==> src/hw/rtl/analog_samples_to_field_line_time_macros.svh <==
// assertion macros for the delay to field / line / time converter
`ifndef ANALOG_SAMPLES_TO_FIELD_LINE_TIME_MACROS_SVH
`define ANALOG_SAMPLES_TO_FIELD_LINE_TIME_MACROS_SVH
`ifndef SYNTHESIS
`define ASFL_ASSERT_IMP(label, clk, rst_n, pre, post) \
    label: assert property (@(posedge clk) disable iff (!rst_n) (pre) |-> (post)) \
        else $error("asfl check failed");
`define ASFL_ASSERT_NXT(label, clk, rst_n, pre, post) \
    label: assert property (@(posedge clk) disable iff (!rst_n) (pre) |=> (post)) \
        else $error("asfl check failed");
`else
`define ASFL_ASSERT_IMP(label, clk, rst_n, pre, post)
`define ASFL_ASSERT_NXT(label, clk, rst_n, pre, post)
`endif
`endif

==> src/hw/rtl/asfl_pkg.sv <==
// widths and timing constants for the delay to field / line / time converter
`default_nettype none
package asfl_pkg;
    localparam int unsigned CNT_W   = 31;
    localparam int unsigned FIELD_W = 3;
    localparam int unsigned LINE_W  = 9;
    localparam int unsigned TIME_W  = 20;
    localparam int unsigned REM_W   = 29;
    localparam int unsigned LNUM_W  = 10;
    localparam int unsigned SUB_W   = 19;

    // sequence timing in 1/256 sample units
    localparam logic [CNT_W-1:0] FRAME_625 = 31'd276480000;
    localparam logic [CNT_W-1:0] FRAME_525 = 31'd230630400;
    localparam logic [CNT_W-1:0] HALF_625  = 31'd552960000;
    localparam logic [CNT_W-1:0] HALF_525  = 31'd230630400;
    localparam logic [CNT_W-1:0] SEQ_625   = 31'd1105920000;
    localparam logic [CNT_W-1:0] SEQ_525   = 31'd461260800;
    localparam logic [SUB_W-1:0] LLEN_625  = 19'd442368;
    localparam logic [SUB_W-1:0] LLEN_525  = 19'd439296;

    // line length = 27 << 14 or 429 << 10
    localparam logic [4:0] LMUL_625 = 5'd27;
    localparam logic [8:0] LMUL_525 = 9'd429;

    // reciprocals: x / 27 for x < 2^15, x / 429 for x < 2^18
    localparam logic [15:0] RCP27_L  = 16'd38837;
    localparam logic [18:0] RCP429_L = 19'd312862;

    // reciprocal of 27 for x < 2^25, shift 30
    localparam logic [25:0] RCP27_T = 26'd39768216;

    localparam logic [13:0] NS_SCALE = 14'd10000;
    localparam logic [11:0] NS_ROUND = 12'd3456;

    localparam logic [LNUM_W-1:0] FIRST_625 = 10'd313;
    localparam logic [LNUM_W-1:0] FIRST_525 = 10'd263;
    localparam logic [LNUM_W-1:0] LAST_625  = 10'd624;
    localparam logic [LNUM_W-1:0] LAST_525  = 10'd524;
    localparam logic [FIELD_W-1:0] TOP_625  = 3'd7;
    localparam logic [FIELD_W-1:0] TOP_525  = 3'd3;
    localparam logic [FIELD_W-1:0] MID_625  = 3'd4;
    localparam logic [FIELD_W-1:0] MID_525  = 3'd2;
endpackage
`default_nettype wire

==> src/hw/rtl/asfl_in_if.sv <==
// delay count channel
`default_nettype none
interface asfl_in_if;
    import asfl_pkg::*;
    logic               valid;
    logic               ready;
    logic [CNT_W-1:0]   delay_count;
    modport source (output valid, output delay_count, input ready);
    modport sink (input valid, input delay_count, output ready);
endinterface
`default_nettype wire

==> src/hw/rtl/asfl_out_if.sv <==
// field / line / time result channel
`default_nettype none
interface asfl_out_if;
    import asfl_pkg::*;
    logic               valid;
    logic               ready;
    logic               negative;
    logic [FIELD_W-1:0] field_number;
    logic [LINE_W-1:0]  line_number;
    logic [TIME_W-1:0]  time_tenths_ns;
    logic               out_of_range;
    modport source (output valid, output negative, output field_number, output line_number,
                    output time_tenths_ns, output out_of_range, input ready);
    modport sink (input valid, input negative, input field_number, input line_number,
                  input time_tenths_ns, input out_of_range, output ready);
endinterface
`default_nettype wire

==> src/hw/rtl/analog_samples_to_field_line_time.sv <==
// Genlock delay converter: sub-sample count to sign, field, line and residual time.
// Usage:
//   delay  - valid/ready channel carrying delay_count, a count of 1/256 samples
//            across the colour-frame sequence; a word is taken when valid and ready are high.
//   result - valid/ready channel giving negative, field_number, line_number,
//            time_tenths_ns and out_of_range, one word for each delay word.
//   cfg_wr_en / cfg_wr_data - mode register write: 0 selects 625-line, 1 selects
//            525-line timing. Write only while no word is in flight.
// A delay word passes through the eight-stage pipeline (fold, frame compare, frame
// remainder, line reciprocal multiply, residual, mirror, time scale, reciprocal
// divide by 27); one word per cycle is sustained while result.ready stays high.
// Each stage holds a valid bit.
// Reset empties the pipeline and selects 625-line timing.
// When result.ready is low, the last stage holds its word; earlier stages keep
// filling bubbles and delay.ready drops only once every stage is full.
`default_nettype none
`include "analog_samples_to_field_line_time_macros.svh"
module analog_samples_to_field_line_time (
    input  wire logic   clk,
    input  wire logic   rst_n,
    input  wire logic   cfg_wr_en,
    input  wire logic   cfg_wr_data,
    asfl_in_if.sink     delay,
    asfl_out_if.source  result
);
    import asfl_pkg::*;

    localparam int unsigned NSTAGE = 8;

    logic              sys525_reg;
    logic [NSTAGE:1]   v_reg;
    logic [NSTAGE:1]   v_src;
    logic [NSTAGE:1]   rdy;

    // stage 1: range check and fold
    logic              s1_is_reg, s1_oor_reg, s1_neg_reg;
    logic [CNT_W-1:0]  s1_c_reg;
    logic              s1_oor_next, s1_neg_next;
    logic [CNT_W-1:0]  s1_c_next, half_sel, seq_sel;
    // stage 2: frame
    logic              s2_is_reg, s2_oor_reg, s2_neg_reg;
    logic [1:0]        s2_frame_reg;
    logic [CNT_W-1:0]  s2_c_reg;
    logic [1:0]        s2_frame_next;
    logic              ge1, ge2, ge3;
    // stage 3: remainder within frame
    logic              s3_is_reg, s3_oor_reg, s3_neg_reg;
    logic [1:0]        s3_frame_reg;
    logic [REM_W-1:0]  s3_rem_reg;
    logic [CNT_W-1:0]  frame_off;
    logic [CNT_W-1:0]  s3_diff;
    // stage 4: line
    logic              s4_is_reg, s4_oor_reg, s4_neg_reg;
    logic [1:0]        s4_frame_reg;
    logic [REM_W-1:0]  s4_rem_reg;
    logic [LNUM_W-1:0] s4_line_reg;
    logic [30:0]       p625;
    logic [36:0]       p525;
    logic [LNUM_W-1:0] s4_line_next;
    // stage 5: residual sub-samples
    logic              s5_is_reg, s5_oor_reg, s5_neg_reg;
    logic [1:0]        s5_frame_reg;
    logic [LNUM_W-1:0] s5_line_reg;
    logic [SUB_W-1:0]  s5_sub_reg;
    logic [REM_W-1:0]  lprod;
    logic [REM_W-1:0]  s5_diff;
    // stage 6: field and mirror
    logic              s6_oor_reg, s6_neg_reg;
    logic [FIELD_W-1:0] s6_field_reg;
    logic [LINE_W-1:0] s6_line_reg;
    logic [SUB_W-1:0]  s6_sub_reg;
    logic              s6_neg_next;
    logic [FIELD_W-1:0] s6_field_next, field2x;
    logic [LNUM_W-1:0] s6_line_next, first_sel, last_sel;
    logic [SUB_W-1:0]  s6_sub_next, llen_sel;
    logic [FIELD_W-1:0] top_sel, mid_sel;
    logic              in_second;
    // stage 7: scaled time before divide by 27
    logic              s7_oor_reg, s7_neg_reg;
    logic [FIELD_W-1:0] s7_field_reg;
    logic [LINE_W-1:0] s7_line_reg;
    logic [24:0]       s7_a_reg;
    logic [32:0]       scaled;
    // stage 8: output word
    logic              s8_oor_reg, s8_neg_reg;
    logic [FIELD_W-1:0] s8_field_reg;
    logic [LINE_W-1:0] s8_line_reg;
    logic [TIME_W-1:0] s8_time_reg;
    logic [50:0]       tprod;

    // ready chain: a stage loads when empty or when its word moves on
    always_comb
    begin
        rdy[NSTAGE] = !v_reg[NSTAGE] || result.ready;
        for (int k = NSTAGE - 1; k >= 1; k--)
        begin
            rdy[k] = !v_reg[k] || rdy[k + 1];
        end
    end

    assign v_src       = {v_reg[NSTAGE-1:1], delay.valid};
    assign delay.ready = rdy[1];

    always_ff @(posedge clk or negedge rst_n)
    begin
        if (!rst_n)
        begin
            v_reg      <= '0;
            sys525_reg <= 1'b0;
        end
        else
        begin
            for (int k = 1; k <= NSTAGE; k++)
            begin
                if (rdy[k])
                begin
                    v_reg[k] <= v_src[k];
                end
            end
            if (cfg_wr_en)
            begin
                sys525_reg <= cfg_wr_data;
            end
        end
    end

    // stage 1
    always_comb
    begin
        half_sel    = sys525_reg ? HALF_525 : HALF_625;
        seq_sel     = sys525_reg ? SEQ_525 : SEQ_625;
        s1_oor_next = delay.delay_count >= seq_sel;
        s1_neg_next = !s1_oor_next && (delay.delay_count >= half_sel);
        s1_c_next   = s1_neg_next ? delay.delay_count - 31'd1 : delay.delay_count;
    end

    // stage 2
    always_comb
    begin
        ge1 = s1_c_reg >= (s1_is_reg ? FRAME_525 : FRAME_625);
        ge2 = s1_c_reg >= HALF_625;
        ge3 = s1_c_reg >= 31'(3 * 276480000);
        s2_frame_next = s1_is_reg ? {1'b0, ge1} : 2'(ge1) + 2'(ge2) + 2'(ge3);
    end

    // stage 3
    always_comb
    begin
        case (s2_frame_reg)
            2'd0:    frame_off = '0;
            2'd1:    frame_off = s2_is_reg ? FRAME_525 : FRAME_625;
            2'd2:    frame_off = HALF_625;
            default: frame_off = 31'(3 * 276480000);
        endcase
        s3_diff = s2_c_reg - frame_off;
    end

    // stage 4: line = rem / line length by reciprocal
    always_comb
    begin
        p625 = 31'(s3_rem_reg[28:14]) * 31'(RCP27_L);
        p525 = 37'(s3_rem_reg[27:10]) * 37'(RCP429_L);
        s4_line_next = s3_is_reg ? p525[36:27] : p625[29:20];
    end

    // stage 5
    always_comb
    begin
        if (s4_is_reg)
        begin
            lprod = REM_W'({19'(s4_line_reg) * 19'(LMUL_525), 10'd0});
        end
        else
        begin
            lprod = REM_W'({15'(s4_line_reg) * 15'(LMUL_625), 14'd0});
        end
        s5_diff = s4_rem_reg - lprod;
    end

    // stage 6: second field and negative mirror
    always_comb
    begin
        first_sel = s5_is_reg ? FIRST_525 : FIRST_625;
        last_sel  = s5_is_reg ? LAST_525 : LAST_625;
        llen_sel  = s5_is_reg ? LLEN_525 : LLEN_625;
        top_sel   = s5_is_reg ? TOP_525 : TOP_625;
        mid_sel   = s5_is_reg ? MID_525 : MID_625;
        in_second = s5_line_reg >= first_sel;
        field2x   = {s5_frame_reg, in_second};
        if (s5_neg_reg)
        begin
            s6_line_next  = in_second ? last_sel - s5_line_reg
                                      : first_sel - 10'd1 - s5_line_reg;
            s6_sub_next   = llen_sel - 19'd1 - s5_sub_reg;
            s6_field_next = top_sel - field2x;
            s6_neg_next   = s6_field_next != mid_sel;
        end
        else
        begin
            s6_line_next  = in_second ? s5_line_reg - first_sel : s5_line_reg;
            s6_sub_next   = s5_sub_reg;
            s6_field_next = field2x;
            s6_neg_next   = 1'b0;
        end
    end

    // stage 7: (sub * 10000 + 3456) / 256
    assign scaled = 33'(s6_sub_reg) * 33'(NS_SCALE) + 33'(NS_ROUND);

    // stage 8: divide by 27
    assign tprod = 51'(s7_a_reg) * 51'(RCP27_T);

    always_ff @(posedge clk)
    begin
        if (rdy[1])
        begin
            s1_is_reg  <= sys525_reg;
            s1_oor_reg <= s1_oor_next;
            s1_neg_reg <= s1_neg_next;
            s1_c_reg   <= s1_c_next;
        end
        if (rdy[2])
        begin
            s2_is_reg    <= s1_is_reg;
            s2_oor_reg   <= s1_oor_reg;
            s2_neg_reg   <= s1_neg_reg;
            s2_frame_reg <= s2_frame_next;
            s2_c_reg     <= s1_c_reg;
        end
        if (rdy[3])
        begin
            s3_is_reg    <= s2_is_reg;
            s3_oor_reg   <= s2_oor_reg;
            s3_neg_reg   <= s2_neg_reg;
            s3_frame_reg <= s2_frame_reg;
            s3_rem_reg   <= s3_diff[REM_W-1:0];
        end
        if (rdy[4])
        begin
            s4_is_reg    <= s3_is_reg;
            s4_oor_reg   <= s3_oor_reg;
            s4_neg_reg   <= s3_neg_reg;
            s4_frame_reg <= s3_frame_reg;
            s4_rem_reg   <= s3_rem_reg;
            s4_line_reg  <= s4_line_next;
        end
        if (rdy[5])
        begin
            s5_is_reg    <= s4_is_reg;
            s5_oor_reg   <= s4_oor_reg;
            s5_neg_reg   <= s4_neg_reg;
            s5_frame_reg <= s4_frame_reg;
            s5_line_reg  <= s4_line_reg;
            s5_sub_reg   <= s5_diff[SUB_W-1:0];
        end
        if (rdy[6])
        begin
            s6_oor_reg   <= s5_oor_reg;
            s6_neg_reg   <= s6_neg_next;
            s6_field_reg <= s6_field_next;
            s6_line_reg  <= s6_line_next[LINE_W-1:0];
            s6_sub_reg   <= s6_sub_next;
        end
        if (rdy[7])
        begin
            s7_oor_reg   <= s6_oor_reg;
            s7_neg_reg   <= s6_neg_reg;
            s7_field_reg <= s6_field_reg;
            s7_line_reg  <= s6_line_reg;
            s7_a_reg     <= scaled[32:8];
        end
        if (rdy[8])
        begin
            // out of range words carry zeros
            s8_oor_reg   <= s7_oor_reg;
            s8_neg_reg   <= s7_neg_reg && !s7_oor_reg;
            s8_field_reg <= s7_oor_reg ? '0 : s7_field_reg;
            s8_line_reg  <= s7_oor_reg ? '0 : s7_line_reg;
            s8_time_reg  <= s7_oor_reg ? '0 : tprod[49:30];
        end
    end

    assign result.valid          = v_reg[NSTAGE];
    assign result.negative       = s8_neg_reg;
    assign result.field_number   = s8_field_reg;
    assign result.line_number    = s8_line_reg;
    assign result.time_tenths_ns = s8_time_reg;
    assign result.out_of_range   = s8_oor_reg;

    `ASFL_ASSERT_IMP(a_oor_zero, clk, rst_n, result.valid && result.out_of_range, !result.negative && (result.field_number == 3'd0) && (result.line_number == 9'd0) && (result.time_tenths_ns == 20'd0))
    `ASFL_ASSERT_IMP(a_stall_cause, clk, rst_n, !delay.ready, result.valid && !result.ready && (v_reg == '1))
    `ASFL_ASSERT_NXT(a_enter, clk, rst_n, delay.valid && delay.ready, v_reg[1])
    `ASFL_ASSERT_IMP(a_time_bound, clk, rst_n, result.valid, result.time_tenths_ns <= 20'd640000)

endmodule
`default_nettype wire

==> src/flat_wrapper.sv <==
// flat-port wrapper written by rule: the top's interface ports become plain ports
module analog_samples_to_field_line_time_flat import asfl_pkg::*;
  (clk, rst_n, cfg_wr_en, cfg_wr_data, delay_valid, delay_delay_count, delay_ready, result_valid, result_negative, result_field_number, result_line_number, result_time_tenths_ns, result_out_of_range, result_ready);
  asfl_in_if delay_i ();
  asfl_out_if result_i ();
  input  wire logic clk;
  input  wire logic rst_n;
  input  wire logic cfg_wr_en;
  input  wire logic cfg_wr_data;
  input wire logic [$bits(delay_i.valid)-1:0] delay_valid;
  input wire logic [$bits(delay_i.delay_count)-1:0] delay_delay_count;
  output wire logic [$bits(delay_i.ready)-1:0] delay_ready;
  output wire logic [$bits(result_i.valid)-1:0] result_valid;
  output wire logic [$bits(result_i.negative)-1:0] result_negative;
  output wire logic [$bits(result_i.field_number)-1:0] result_field_number;
  output wire logic [$bits(result_i.line_number)-1:0] result_line_number;
  output wire logic [$bits(result_i.time_tenths_ns)-1:0] result_time_tenths_ns;
  output wire logic [$bits(result_i.out_of_range)-1:0] result_out_of_range;
  input wire logic [$bits(result_i.ready)-1:0] result_ready;
  assign delay_i.valid = delay_valid;
  assign delay_i.delay_count = delay_delay_count;
  assign delay_ready = delay_i.ready;
  assign result_valid = result_i.valid;
  assign result_negative = result_i.negative;
  assign result_field_number = result_i.field_number;
  assign result_line_number = result_i.line_number;
  assign result_time_tenths_ns = result_i.time_tenths_ns;
  assign result_out_of_range = result_i.out_of_range;
  assign result_i.ready = result_ready;
  analog_samples_to_field_line_time u_core (.clk(clk), .rst_n(rst_n), .cfg_wr_en(cfg_wr_en), .cfg_wr_data(cfg_wr_data), .delay(delay_i), .result(result_i));
endmodule
==> config.mk <==
export PLATFORM = sky130hd
export DESIGN_NAME = analog_samples_to_field_line_time_flat
export DESIGN_NICKNAME = d
export VERILOG_FILES = /design/src/hw/rtl/asfl_pkg.sv /design/src/hw/rtl/asfl_in_if.sv /design/src/hw/rtl/asfl_out_if.sv /design/src/hw/rtl/analog_samples_to_field_line_time.sv /design/src/flat_wrapper.sv
export VERILOG_INCLUDE_DIRS = /design/src /design/src/hw/rtl
export SDC_FILE = /design/constraint.sdc
export NUM_CORES = 2
export LEC_CHECK = 0
export BUFFER_PORTS_ARGS = -buffer_cell sky130_fd_sc_hd__buf_2
export CAP_MARGIN = 20
export CORE_ASPECT_RATIO = 0.8
export CORE_MARGIN = 2
export CORE_UTILIZATION = 30
export DETAILED_ROUTE_END_ITERATION = 8
export MAX_ROUTING_LAYER = met4
export PLACE_DENSITY = 0.42
export RECOVER_POWER = 25
export SLEW_MARGIN = 20
export SYNTH_ARGS = -nofsm -noshare
export SYNTH_HDL_FRONTEND = slang
export SYNTH_SLANG_ARGS = --single-unit
==> constraint.sdc <==
create_clock -name clk -period 8.44 [get_ports clk]
set_clock_uncertainty 0.15 [all_clocks]
set_input_delay 0.844 -clock clk [delete_from_list [all_inputs] [get_ports clk]]
set_output_delay 0.844 -clock clk [all_outputs]
set_load 0.05 [all_outputs]
==> flow_summary.toml <==
[status]
status = "complete, but fails checks"
violations = "capacitance limit, slew limit"

[layout]
mostFrequentLayoutCell = "inv_1"
final_cell_mix = "783 x inv_1, 683 x ha_1, 455 x fa_1, 276 x edfxtp_1, 107 x a21oi_1"
syn2layout_area_growth_pct = 9.99
regArea_sq_um = 8510
multi_input_area_sq_um = 24100
final_nets = 4518
drive_gt1_share_pct = 5.32
largest_reg_flops = 31
fillers = 12038

[setup_path]
critical_path.max_stage_delay_ps = 710
crit_family = "adder cells"
cp.required_ps = 8580
r2r_end = "u_core.result.time_tenths_ns[12]"
worst_ep_arrival_time_ps = 7640
worstSetupEndpoint = "u_core.result.time_tenths_ns[12]"
crit_path_cell_trace = "fa_1 > inv_1 > fa_1 > inv_1 > fa_1 > fa_1 > fa_1 > fa_1 > inv_1 > fa_1 > inv_1 > ha_1 > nand4_1 > nor2_1 > o2111ai_1 > a211oi_1 > o31ai_1 > buf_4 > nand3b_1 > a41oi_1 > xor2_1 > nor2_1"
r2r_setup_slack_ps = 940
worstSetupPathType = "reg2reg"
rr_worst_depth = 22
critPathSlowestCell = "edfxtp_1"
rr_startpoint = "u_core.s7_a_reg[11]"
critPathLaunch = "u_core.s7_a_reg[11]"
cp-end-kind = "flop"
start_kind = "flop"
cpMostUsedCell = "fa_1"
cp_max_fo = 13
cp.depth = 22
critPathBufInv = 5

[detailed_routing]
drtPass1Iterations = 7
drcViolationCount = 0
vias = 21787
routed_wl_mm = 81.4
vias_per_cell = 4.42
ant_nets = 0
drt_iter0_drc = 876
detail_route.wl_per_cell_um = 16.5

[timing]
hold_violations = 0
relSlewSlack_pct = -60.4
finalCritPeriodShare_pct = 88.9
fin_crit_ps = 7500
report.final.slew_viol_count = 85
rsz0062_at_grt = "false"
fmax_ghz = 0.133
worst_slew_pin_slew_ps = 2410
setup-tns-final_ps = 0
worst_slack_ps = 936
finalSetupViolCount = 0

[logic_synthesis]
yosysWarnings = 0
synth_seq_cells = 285
ys_top_cells_by_area = "fa_1 26%, ha_1 24%, edfxtp_1 23%"
async_flop_share_pct = 3.16
syn_nets = 4403
yosysUniqueCellTypes = 72
synth_top_flop_cell = "edfxtp_1"
syn_area_per_cell_sq_um = 11.0
synth_area_sq_um = 35600
synth_edf_count = 276
syn_inst = 3228
synth_top_area_share_pct = 25.6
synth_largest_area_cell = "fa_1"
yosysSeqAreaShare_pct = 23.9

[worst_hold_path]
hp-start = "u_core.s2_oor_reg"
hold_depth = 0
hold_class = "reg2reg"

[clocking]
ctsHoldBuffers = 1
tritoncts = "done"
cts.clk_slew.worst_paths_ps = 60
cts_sinks = 285
post-cts-setup-buffers = 0
cts_root_buffer = "clkbuf_16"
numCtsBuffers = 30
clock_latency_ps = 610
ctsLongestPathBuffers = 3
htreeDepth = 1
cts_resized = 0

[die]
start_util_pct = 30.1
die_area_sq_um = 122000
core_area_sq_um = 118000
chipHeight_um = 312
ioPinCount = 73
num_rows = 113
dieWidth_um = 389

[placement]
port_buffers = 72
gp_congestion = 0.810
post-place-ws_ps = 859
hpwl_mm = 69.0

[grt]
grt_pass1_vias = 22648
grt_max_degree = 49
grt_overflow_total = 0
grt_first_pass_wirelength_mm = 131
grtUsageTotal_pct = 14.1
antenna_found_initial = 5

[run]
cap_violations = 2
-- how the worst min path moves through the flow --
stage / end / slack, ps
final: u_core.s3_oor_reg / 270
after global routing: u_core.sys525_reg / 260
after CTS: u_core.sys525_reg / 230
after detailed placement: u_core.s4_rem_reg[6] / 250
after global placement: u_core.s2_neg_reg / 250
after floorplan: u_core.s2_neg_reg / 250
-- per-stage QoR --
| step | instance area [sq um] | instances | hold slack (ps) | utilization, % |
|---|---|---|---|---|
| floorplan | 35600 | 3228 | 250 | - |
| global placement | 38100 | 4860 | 251 | 32.2 |
| detailed placement | 38100 | 4860 | 255 | 32.2 |
| CTS | 39200 | 4916 | 226 | 33.1 |
| global route | 39200 | 4923 | 261 | 33.2 |
| finish | 39200 | 4924 | 266 | 33.2 |
-- layout make-up --
class | count | area share (%)
multi-input combinational | 2133 | 61.5
sequential | 285 | 21.7
inverter | 785 | 7.52
tap | 1552 | 4.96
clock buffer | 39 | 2.05
timing repair buffer | 108 | 1.62
clock inverter | 16 | 0.607
antenna | 6 | 0.0383
-- cell families after synthesis --
logic type      Yosys count  synth area share, %
fa+ha+maj              1138                 49.5
buf+inv                 810                 8.54
simple gates            433                 6.49
compound gates          378                 6.90
flops                   285                 23.9
xor+xnor                169                 4.15
mux                      15                0.471
-- cells in the mapped netlist (13+ instances only) --
cell type  number
a211oi_1       24
a21o_1         51
a21oi_1       107
a31oi_1        18
and2_1         13
and3_1         16
clkbuf_1       19
edfxtp_1      276
fa_1          455
ha_1          683
inv_1         784
nand2_1        69
nand2b_1       24
nand3_1        44
nand4_1        20
nor2_1         88
nor2b_1        33
nor3_1         45
nor4_1         16
o211ai_1       14
o21a_1         14
o21ai_0        70
o21bai_1       14
xnor2_1        96
xor2_1         73
-- worst reg2reg max path: cells and delay by family, from the launching register on --
kind,cells,cell delay (ps)
xor+xnor,1,160
compound gates,4,1010
flops,1,710
simple gates,4,610
fa+ha+maj,8,4170
buf+inv,5,410
-- metal layers --
layer	up-vias	share of wire, %	track usage [%]
met5	-	0	-
met4	0	0.71	1.22
met3	40	3.9	2.12
met2	261	39	19.0
met1	10545	57	22.7
li1	10941	-	-
Power is not shown: default switching activity piles up to over one toggle a cycle in this logic, so the estimate is an artifact.
